### src/rtl/eia3_pkg.sv
// Shared constants and types, including the keystream window type, for the 128-EIA3 MAC accumulator.
// Used by every module under rtl/; depends on nothing.
package eia3_pkg;

    localparam int WORD_W          = 32;
    localparam int LEN_W           = 16;
    localparam int IDX_W           = 12;
    localparam int OFF_W           = 5;
    localparam int MAX_LENGTH_BITS = 65535;
    localparam int LANES           = 32;
    localparam int TERMS           = LANES + 1;
    localparam int TREE_LEVELS     = $clog2(TERMS);
    localparam int TREE_LEAVES     = 1 << TREE_LEVELS;

    localparam logic [LEN_W-1:0] LEN_MAX   = LEN_W'(MAX_LENGTH_BITS);
    localparam logic [IDX_W-1:0] IDX_LIMIT = {IDX_W{1'b1}};

    typedef logic [WORD_W-1:0]   word_t;
    typedef logic [2*WORD_W-1:0] window_t;

    // Work handed from the lane stage to the accumulator stage
    typedef struct packed {
        logic  first;
        logic  emit;
        word_t contrib;
        word_t keystream;
    } stage_t;

endpackage

### src/rtl/eia3_lane.sv
// One hash lane: top word of the 64-bit keystream window shifted by an offset.
// Depends on eia3_pkg.
module eia3_lane
(
    input  eia3_pkg::window_t              window,
    input  logic [eia3_pkg::OFF_W-1:0]     offset,
    input  logic                           enable,
    output eia3_pkg::word_t                term
);

    eia3_pkg::window_t shifted;

    assign shifted = window << offset;
    assign term    = enable ? shifted[2*eia3_pkg::WORD_W-1:eia3_pkg::WORD_W] : '0;

endmodule

### src/rtl/eia3_merge.sv
// XOR tree that folds the lane terms into one contribution word.
// Depends on eia3_pkg.
module eia3_merge
(
    input  eia3_pkg::word_t terms [eia3_pkg::TERMS],
    output eia3_pkg::word_t contrib
);

    eia3_pkg::word_t level [eia3_pkg::TREE_LEVELS+1][eia3_pkg::TREE_LEAVES];

    always_comb
    begin
        for (int l = 0; l <= eia3_pkg::TREE_LEVELS; l++)
        begin
            for (int i = 0; i < eia3_pkg::TREE_LEAVES; i++)
            begin
                level[l][i] = '0;
            end
        end
        for (int i = 0; i < eia3_pkg::TERMS; i++)
        begin
            level[0][i] = terms[i];
        end
        for (int l = 0; l < eia3_pkg::TREE_LEVELS; l++)
        begin
            for (int i = 0; i < (eia3_pkg::TREE_LEAVES >> (l + 1)); i++)
            begin
                level[l+1][i] = level[l][2*i] ^ level[l][2*i+1];
            end
        end
    end

    assign contrib = level[eia3_pkg::TREE_LEVELS][0];

endmodule

### src/rtl/eia3_accum.sv
// Accumulator stage: folds each contribution in and registers the tag.
// Depends on eia3_pkg.
module eia3_accum
(
    input  logic             clk,
    input  logic             rst_n,
    input  logic             stage_valid,
    input  eia3_pkg::stage_t stage,
    output logic             stage_take,
    output logic             out_valid,
    input  logic             out_ready,
    output eia3_pkg::word_t  mac
);

    eia3_pkg::word_t acc_reg;
    eia3_pkg::word_t acc_next;
    eia3_pkg::word_t mac_reg;
    logic            out_valid_reg;

    // A non-emitting transaction never needs the output slot
    assign stage_take = stage_valid && (!stage.emit || !out_valid_reg || out_ready);
    assign acc_next   = (stage.first ? '0 : acc_reg) ^ stage.contrib;

    always_ff @(posedge clk or negedge rst_n)
    begin
        if (!rst_n)
        begin
            acc_reg       <= '0;
            out_valid_reg <= 1'b0;
        end
        else
        begin
            if (out_valid_reg && out_ready)
            begin
                out_valid_reg <= 1'b0;
            end
            if (stage_take)
            begin
                acc_reg <= acc_next;
                if (stage.emit)
                begin
                    out_valid_reg <= 1'b1;
                end
            end
        end
    end

    always_ff @(posedge clk)
    begin
        if (stage_take && stage.emit)
        begin
            mac_reg <= acc_next ^ stage.keystream;
        end
    end

    assign out_valid = out_valid_reg;
    assign mac       = mac_reg;

endmodule

### src/rtl/eia3_mac_accumulator_top.sv
// 128-EIA3 universal-hash MAC accumulator, 32 hash lanes and an XOR merge tree.
// The final word's transaction is registered in the lane stage, then its tag in the accumulator.
// Accepts one word per cycle unless stalled; the lane stage and accumulator are each
// registered, and a held tag only stalls the next emitting word.
// Reset (rst_n, asynchronous): accumulator and history cleared, block idle
// until a word with first set.
module eia3_mac_accumulator_top
(
    input  logic        clk,
    input  logic        rst_n,
    input  logic        in_valid,
    output logic        in_ready,
    input  logic        first,
    input  logic [15:0] message_length,
    input  logic [31:0] keystream_word,
    input  logic [31:0] message_word,
    output logic        out_valid,
    input  logic        out_ready,
    output logic [31:0] mac
);

    eia3_pkg::word_t                 prev_ks_reg;
    eia3_pkg::word_t                 prev_msg_reg;
    logic [eia3_pkg::IDX_W-1:0]      word_index_reg;
    logic [eia3_pkg::LEN_W-1:0]      held_length_reg;
    logic                            finished_reg;
    logic                            stage_valid_reg;
    eia3_pkg::stage_t                stage_reg;
    logic                            stage_take;

    logic                            accept;
    logic                            active;
    logic [eia3_pkg::LEN_W-1:0]      len_eff;
    logic [eia3_pkg::IDX_W-1:0]      idx_eff;
    logic [eia3_pkg::IDX_W-1:0]      prev_idx;
    logic [eia3_pkg::IDX_W-1:0]      len_word;
    logic [eia3_pkg::IDX_W-1:0]      last_idx;
    logic                            has_prev;
    logic                            word_full;
    logic                            word_part;
    logic                            emit;
    eia3_pkg::window_t               window;
    eia3_pkg::word_t                 terms [eia3_pkg::TERMS];
    eia3_pkg::word_t                 contrib;
    logic [eia3_pkg::LANES-1:0]      lane_en;

    assign in_ready = !stage_valid_reg || stage_take;
    assign accept   = in_valid && in_ready;
    assign active   = accept && (first || !finished_reg);

    always_comb
    begin
        if (first)
        begin
            len_eff = (message_length > eia3_pkg::LEN_MAX) ? eia3_pkg::LEN_MAX : message_length;
            idx_eff = '0;
        end
        else
        begin
            len_eff = held_length_reg;
            idx_eff = word_index_reg;
        end
        has_prev  = idx_eff != '0;
        prev_idx  = idx_eff - 1'b1;
        len_word  = eia3_pkg::IDX_W'(len_eff[eia3_pkg::LEN_W-1:eia3_pkg::OFF_W]);
        word_full = has_prev && (prev_idx < len_word);
        word_part = has_prev && (prev_idx == len_word);
        last_idx  = eia3_pkg::IDX_W'(({1'b0, len_eff} + (eia3_pkg::LEN_W+1)'(63))
                                     >> eia3_pkg::OFF_W);
        emit      = idx_eff == last_idx;
        for (int b = 0; b < eia3_pkg::LANES; b++)
        begin
            lane_en[b] = prev_msg_reg[eia3_pkg::LANES-1-b]
                && (word_full || (word_part
                    && (eia3_pkg::OFF_W'(b) < len_eff[eia3_pkg::OFF_W-1:0])));
        end
    end

    assign window = {prev_ks_reg, keystream_word};

    for (genvar g = 0; g < eia3_pkg::LANES; g++)
    begin : g_lane
        eia3_lane u_lane
        (
            .window (window),
            .offset (eia3_pkg::OFF_W'(g)),
            .enable (lane_en[g]),
            .term   (terms[g])
        );
    end

    // Extra term taken at the length offset, in the word holding the length
    eia3_lane u_len_lane
    (
        .window (window),
        .offset (len_eff[eia3_pkg::OFF_W-1:0]),
        .enable (word_part),
        .term   (terms[eia3_pkg::LANES])
    );

    eia3_merge u_merge
    (
        .terms   (terms),
        .contrib (contrib)
    );

    always_ff @(posedge clk or negedge rst_n)
    begin
        if (!rst_n)
        begin
            prev_ks_reg     <= '0;
            prev_msg_reg    <= '0;
            word_index_reg  <= '0;
            held_length_reg <= '0;
            finished_reg    <= 1'b1;
            stage_valid_reg <= 1'b0;
        end
        else
        begin
            if (stage_take)
            begin
                stage_valid_reg <= 1'b0;
            end
            if (active)
            begin
                stage_valid_reg <= 1'b1;
                held_length_reg <= len_eff;
                finished_reg    <= emit;
                prev_ks_reg     <= keystream_word;
                prev_msg_reg    <= message_word;
                // Hold the index once it saturates
                word_index_reg  <= (idx_eff == eia3_pkg::IDX_LIMIT) ? idx_eff
                                                                     : idx_eff + 1'b1;
            end
        end
    end

    always_ff @(posedge clk)
    begin
        if (active)
        begin
            stage_reg.first     <= first;
            stage_reg.emit      <= emit;
            stage_reg.contrib   <= contrib;
            stage_reg.keystream <= keystream_word;
        end
    end

    eia3_accum u_accum
    (
        .clk         (clk),
        .rst_n       (rst_n),
        .stage_valid (stage_valid_reg),
        .stage       (stage_reg),
        .stage_take  (stage_take),
        .out_valid   (out_valid),
        .out_ready   (out_ready),
        .mac         (mac)
    );

endmodule

### config.mk
export PLATFORM = sky130hd
export DESIGN_NAME = eia3_mac_accumulator_top
export DESIGN_NICKNAME = d
export VERILOG_FILES = /design/src/rtl/eia3_pkg.sv /design/src/rtl/eia3_lane.sv /design/src/rtl/eia3_merge.sv /design/src/rtl/eia3_accum.sv /design/src/rtl/eia3_mac_accumulator_top.sv
export SDC_FILE = /design/constraint.sdc
export NUM_CORES = 2
export LEC_CHECK = 0
export BUFFER_PORTS_ARGS = -buffer_cell sky130_fd_sc_hd__buf_2
export CAP_MARGIN = 20
export CORE_AREA = 3 3 287 289
export CTS_CLUSTER_DIAMETER = 120
export DETAILED_ROUTE_END_ITERATION = 10
export DIE_AREA = 0 0 290 292
export SYNTH_ARGS = -nofsm -noshare
export SYNTH_HDL_FRONTEND = slang
export SYNTH_SLANG_ARGS = --single-unit
### constraint.sdc
create_clock -name clk -period 12.8 [get_ports clk]
set_input_delay 0.64 -clock clk [delete_from_list [all_inputs] [get_ports clk]]
set_output_delay 0.64 -clock clk [all_outputs]
set_load 0.02 [all_outputs]
=== Yosys cells after proc, flatten, opt, wreduce, memory -nomap -nowiden ===
Cells that the tools add are included.

* Add/subtract/negate cells: 3
* $lt $le $gt $ge: 34
* Equality and inequality tests: 3
* Shifts and indexed selects: 1
* Multiplexer cells: 43
* Bitwise logic cells: 34
* Reduce and logical (&&, ||, !) cells: 113

{| class="wikitable"
|+ Operators with widths
! operator !! count
|-
| two-way mux 32 bit || 34
|-
| XOR 32 bit || 34
|-
| < comparator 5 bit, first input constant || 16
|-
| logical AND 1 bit || 71
|-
| left shift 64 x 5 -> 64 bit || 1
|-
| < comparator 4 x 5 -> 1 bit, first input constant || 8
|-
| logical OR 1 bit || 36
|-
| two-way mux 16 bit || 2
|-
| two-way mux 12 bit || 2
|-
| < comparator 3 x 5 -> 1 bit, first input constant || 4
|-
| adder 16 x 6 -> 17 bit, second input constant || 1
|-
| greater-than comparator 16 bit, second input constant || 1
|-
| adder 12 x 1 -> 12 bit, second input constant || 1
|-
| == test 12 x 11 -> 1 bit || 1
|-
| == test 12 bit || 1
|-
| == test 12 bit, second input constant || 1
|-
| < comparator 12 x 11 -> 1 bit || 1
|-
| nonzero test 12 bit || 1
|-
| subtractor 12 x 1 -> 12 bit, second input constant || 1
|-
| < comparator 1 x 5 -> 1 bit, first input constant || 2
|-
| < comparator 2 x 5 -> 1 bit, first input constant || 2
|-
| two-way mux 1 bit || 5
|-
| zero test 1 bit || 4
|-
| nonzero test 2 bit || 1
|}

* Bits in registers: 225
* Input bits: 85
* Output and inout port bits: 34
* Logic and storage cells: 244

=== Logic depth before layout (Yosys ltp) ===
* Depth after elaboration: 15
* Gate-level depth with buffers: 26
* Mapped depth without buffers: 17

=== Cells and area by module ===
Synthesis repeated with hierarchy kept, for this count alone.

* Cell total of the unflattened synthesis: 13801
* Area, all modules: 141224.2 um^2

{| class="wikitable"
|+ By module, submodules not included
! module !! instances !! cells an instance !! area each (um^2)
|-
| eia3_lane || 33 || 356 || 3664.8
|-
| eia3_merge || 1 || 992 || 9128.8
|-
| eia3_mac_accumulator_top || 1 || 749 || 7499.7
|-
| eia3_accum || 1 || 312 || 3658.5
|}

=== Worst setup path before layout ===
No wires, ideal clock.

* Kind: input -> register
* Start point: input port first
* End point: register stage_reg[50] (netlist bit) (data pin)
* Setup time: 0.268 ns
* Arrival: 5.352 ns
* Path slack: 7.180 ns
* Cell stages on the path: 23
* Path buffers: 6
* Path through: buf_2 > buf_4 > buf_2 > nor2b_1 > clkbuf_1 > inv_1 > ha_1 > nand2_1 > nor2_1 > nand2_1 > a31o_2 > ha_1 > nand3_1 > nor4_2 > o311ai_1 > buf_2 > nor3b_4 > buf_2 > o21a_1 > nand2_1 > xor2_1 > xnor3_1 > xnor3_1

* Word-level cells in the longest chain between the ends: 14
* Elaborated cells between the ends (all ways): 202
* Those cells by class: add/sub: 1; order compare: 33; eq/ne: 1; shift: 1; mux: 35; bitwise: 32; reduce/logical: 99

{| class="wikitable"
|+ Ends and longest elaborated chain
! what !! line !! text
|-
| from (decl) || eia3_mac_accumulator_top.sv:13 || <nowiki>input logic first,</nowiki>
|-
| parallel branches: the longest is 13 deep, another holds subtractor 12 x 1 -> 12 bit || - ||
|-
| XOR 32 bit (*) || eia3_merge.sv:28 || <nowiki>level[l+1][i] = level[l][2*i] ^ level[l][2*i+1];</nowiki>
|-
| via contrib[18] || eia3_mac_accumulator_top.sv:44 || <nowiki>eia3_pkg::word_t contrib;</nowiki>
|-
| to (decl) || eia3_mac_accumulator_top.sv:28 || <nowiki>eia3_pkg::stage_t stage_reg;</nowiki>
|}

Mark *: on every way through the listed nets, which the timed path passes.
A chain may end at the register's enable or synchronous reset.

=== Worst setup path after layout ===
* Start point: input port first
* End point: register stage_reg[40] (netlist bit) (data pin)

Same word-level chain as after synthesis.

==> metrics.txt <==
CP startpoint=first; syn avg cell area=8.85 um2; DP Worst Slack=5.40 ns; Setup Skew=0.0185 ns; Max-slew headroom=0.109; total grt overflow=0; nets=3554; antenna violation net count after detailed routing=0; Die Y=292 um; worst hold-check path type=input port to async pin; hold buffer count at CTS=0; share of layout cells above drive strength 1=0.110; drt drc=0; final setup TNS=0 ns; # IOs=119; unrepaired setup endpoints after global routing=false; most frequent CP cell=buf_4; crit path buf inv count=6; Async SR Flop Fraction=0.564; htree depth=1; worst path cell trace=buf_2, buf_4, nor2b_1, inv_1, ha_1, nand2_1, o41ai_1, o21ai_0, ha_1, a21o_1, a21oi_1, o21ai_0, buf_2, nor3_4, buf_4, buf_4, o211ai_1, xnor2_1, xnor2_1, xnor3_1, xnor3_1; first-pass GRT wire length=220 mm; Vias=31772; TritonCTS sink count=225; DIE AREA=84700 um2; max FFs per register=66; WL final=154 mm; CTS clk-pin slew, worst paths=0.06 ns; crit-path max FO=107; final worst-path cycle share=0.548; crit-path max cell delay=0.92 ns; vias in the first global route=30244; Finished Core Util=0.430; worst-margin pin slew=1.34 ns; Setup Fix Bufs, Post-CTS=0; fin cells=4547; post-cts sizing count=0; CTS tree=built; slowest CP cell=buf_4; Max VDD drop=0.101 mV; synthesized area=31800 um2; Yosys warnings=0; Min Hold Slack=0.0404 ns; post-synthesis net count=3691; unique cell type count in the Yosys netlist=87; placed cell areas=33300 um2; die outline width=290 um; worst skew pair latency=0.62 ns; CP delay by family, top=buffers and inverters; GP Congestion=0.940; fmax=143 MHz; Crit Reg-Reg Startpoint=word_index_reg[0]; Initial DRC Count=5231; All-Layer GR Usage=0.350; leading post-synthesis cells by cell area=xnor3_1 (18%), xnor2_1 (13%), dfrtp_1 (9.9%), o211ai_1 (9.5%), edfxtp_1 (9.2%); DR vias/cell=6.99; Setup crit start kind=input port; critical path class=input port to register; Tot Pwr=4.86 mW; post-synthesis cell count=3593; Synth area leader=xnor3_1; sequential fraction of the synthesis area=0.192; min cycle time layout=7.01 ns; CTS buffer count=30; # rows=104; dpl hpwl=85.7 mm; Design Area, Final=34400 um2; setup violators final=0; Synth top area share=0.176; register bit total from synthesis=225; Starting Density=0.397; routed length per instance=33.9 um; r2r worst-path depth=18; PortBufs=118; initial antenna violation count=12; Core Area=80200 um2; most used flip-flop cell after synthesis=dfrtp_1; drt first pass iters=8; fin. max-slew vios=0; Worst EP required=13.16 ns; number of max-cap violations=0; R2R Setup Slk=6.18 ns; largest net degree at the start of global routing=108; leakage power=13.5 nW; Post-synth EDFFs=98; reg-to-reg endpoint=stage_reg[40]; Final Hold Vio Count=0; crit end category=register; stages on the worst setup path=21; Crit path arrival time=7.37 ns; area growth from synthesis to final layout=8.22%; Power Density=141 nW/um2; cell count after placement=4482; Root Driver=clkbuf_16; outcome=finished clean; post-route worst setup slack=5.79 ns; clock buffer depth=3
==> placed cells by master (no fill, tap or decap), types with 5 or more instances in the layout <==
cell and count:
edfxtp_1 98, nand3_1 161, dfrtp_2 6, nor2_1 51, o211ai_1 402, o22a_1 6
nor2b_1 41, a31oi_1 10, clkbuf_1 6, clkbuf_16 31, o21ai_0 115, a22o_1 46
nand4_1 10, o211a_1 13, a211oi_1 5, and2_1 6, inv_1 9, xnor2_1 486
a22oi_1 73, nor2_2 14, a211oi_4 8, and3_1 5, clkbuf_8 5, xnor3_1 248
a21oi_1 43, dfrtp_1 120, buf_4 124, nor3_1 12, ha_1 13, nand2_1 590
o221ai_1 6, buf_2 118, nor3b_1 224, mux2i_1 87, a221oi_1 24, xor2_1 124
o21a_1 11, mux2_2 9, diode_2 7
==> cell families after synthesis <==
group	count (synthesis)	share of synthesized area
AOI/OAI and AO/OA	818	0.189
buffers and inverters	425	0.0554
xor gates and xnor gates	859	0.344
muxes	102	0.0343
DFF	225	0.192
adders and majority gates	13	0.00511
and+or+nand+nor	1151	0.180
==> layer usage <==
metal / up-vias / track usage / share of wire
met5: - / 0.00388 / 0.00041
met4: 8 / 0.217 / 0.079
met3: 902 / 0.148 / 0.17
met2: 3061 / 0.496 / 0.40
met1: 15167 / 0.438 / 0.36
li1: 12634 / - / -
==> power breakdown <==
group          internal, mW  switching [mW]  total, mW
clock                 0.554           0.378      0.932
combinational          1.16            1.54       2.70
sequential            0.997           0.229       1.23
==> worst max path at each step <==
stage	end	slack, ns
after detailed placement	stage_reg[40]	5.40
after global placement	stage_reg[40]	5.38
after CTS	stage_reg[40]	6.05
final	stage_reg[40]	5.79
after floorplan	stage_reg[50]	7.18
after global routing	stage_reg[40]	5.40
==> Yosys cell counts, drive strengths merged (4+ instances only) <==
master / number
nor4: 7
nand2b: 4
ha: 13
nor2b: 41
a21oi: 50
a22oi: 74
o211ai: 402
clkbuf: 280
xnor3: 248
a31oi: 10
dfrtp: 126
o221ai: 6
inv: 11
or2: 4
nand2: 593
nor3b: 225
a21o: 4
mux2i: 90
a22o: 46
nor3: 16
o32ai: 4
o21ai: 117
nand3: 161
a221oi: 25
edfxtp: 98
nor4b: 4
a211oi: 13
and2: 6
o311ai: 4
o22a: 6
xnor2: 486
nand4: 10
and3: 5
o21a: 11
o211a: 13
mux2: 9
nor2: 65
xor2: 124
buf: 134
==> area by class of cell <==
cell class	count	area (um2)
timing repair buffer	245	1590
antenna	7	17.5
fill	7920	45700
inverter	11	46.3
clock buffer	42	867
tap	1060	1330
multi-input combinational	2943	24300
sequential	225	6130
clock inverter	14	195
==> worst reg2reg max path, delay by kind of cell, from the launching register on <==
family / cells / cell delay (ns)
and+or+nand+nor: 6 / 1.33
buffers and inverters: 3 / 1.92
xor gates and xnor gates: 4 / 1.23
DFF: 1 / 0.42
AOI/OAI and AO/OA: 3 / 0.96
adders and majority gates: 2 / 0.53
Note: power is estimated with default switching activity, not from simulation.
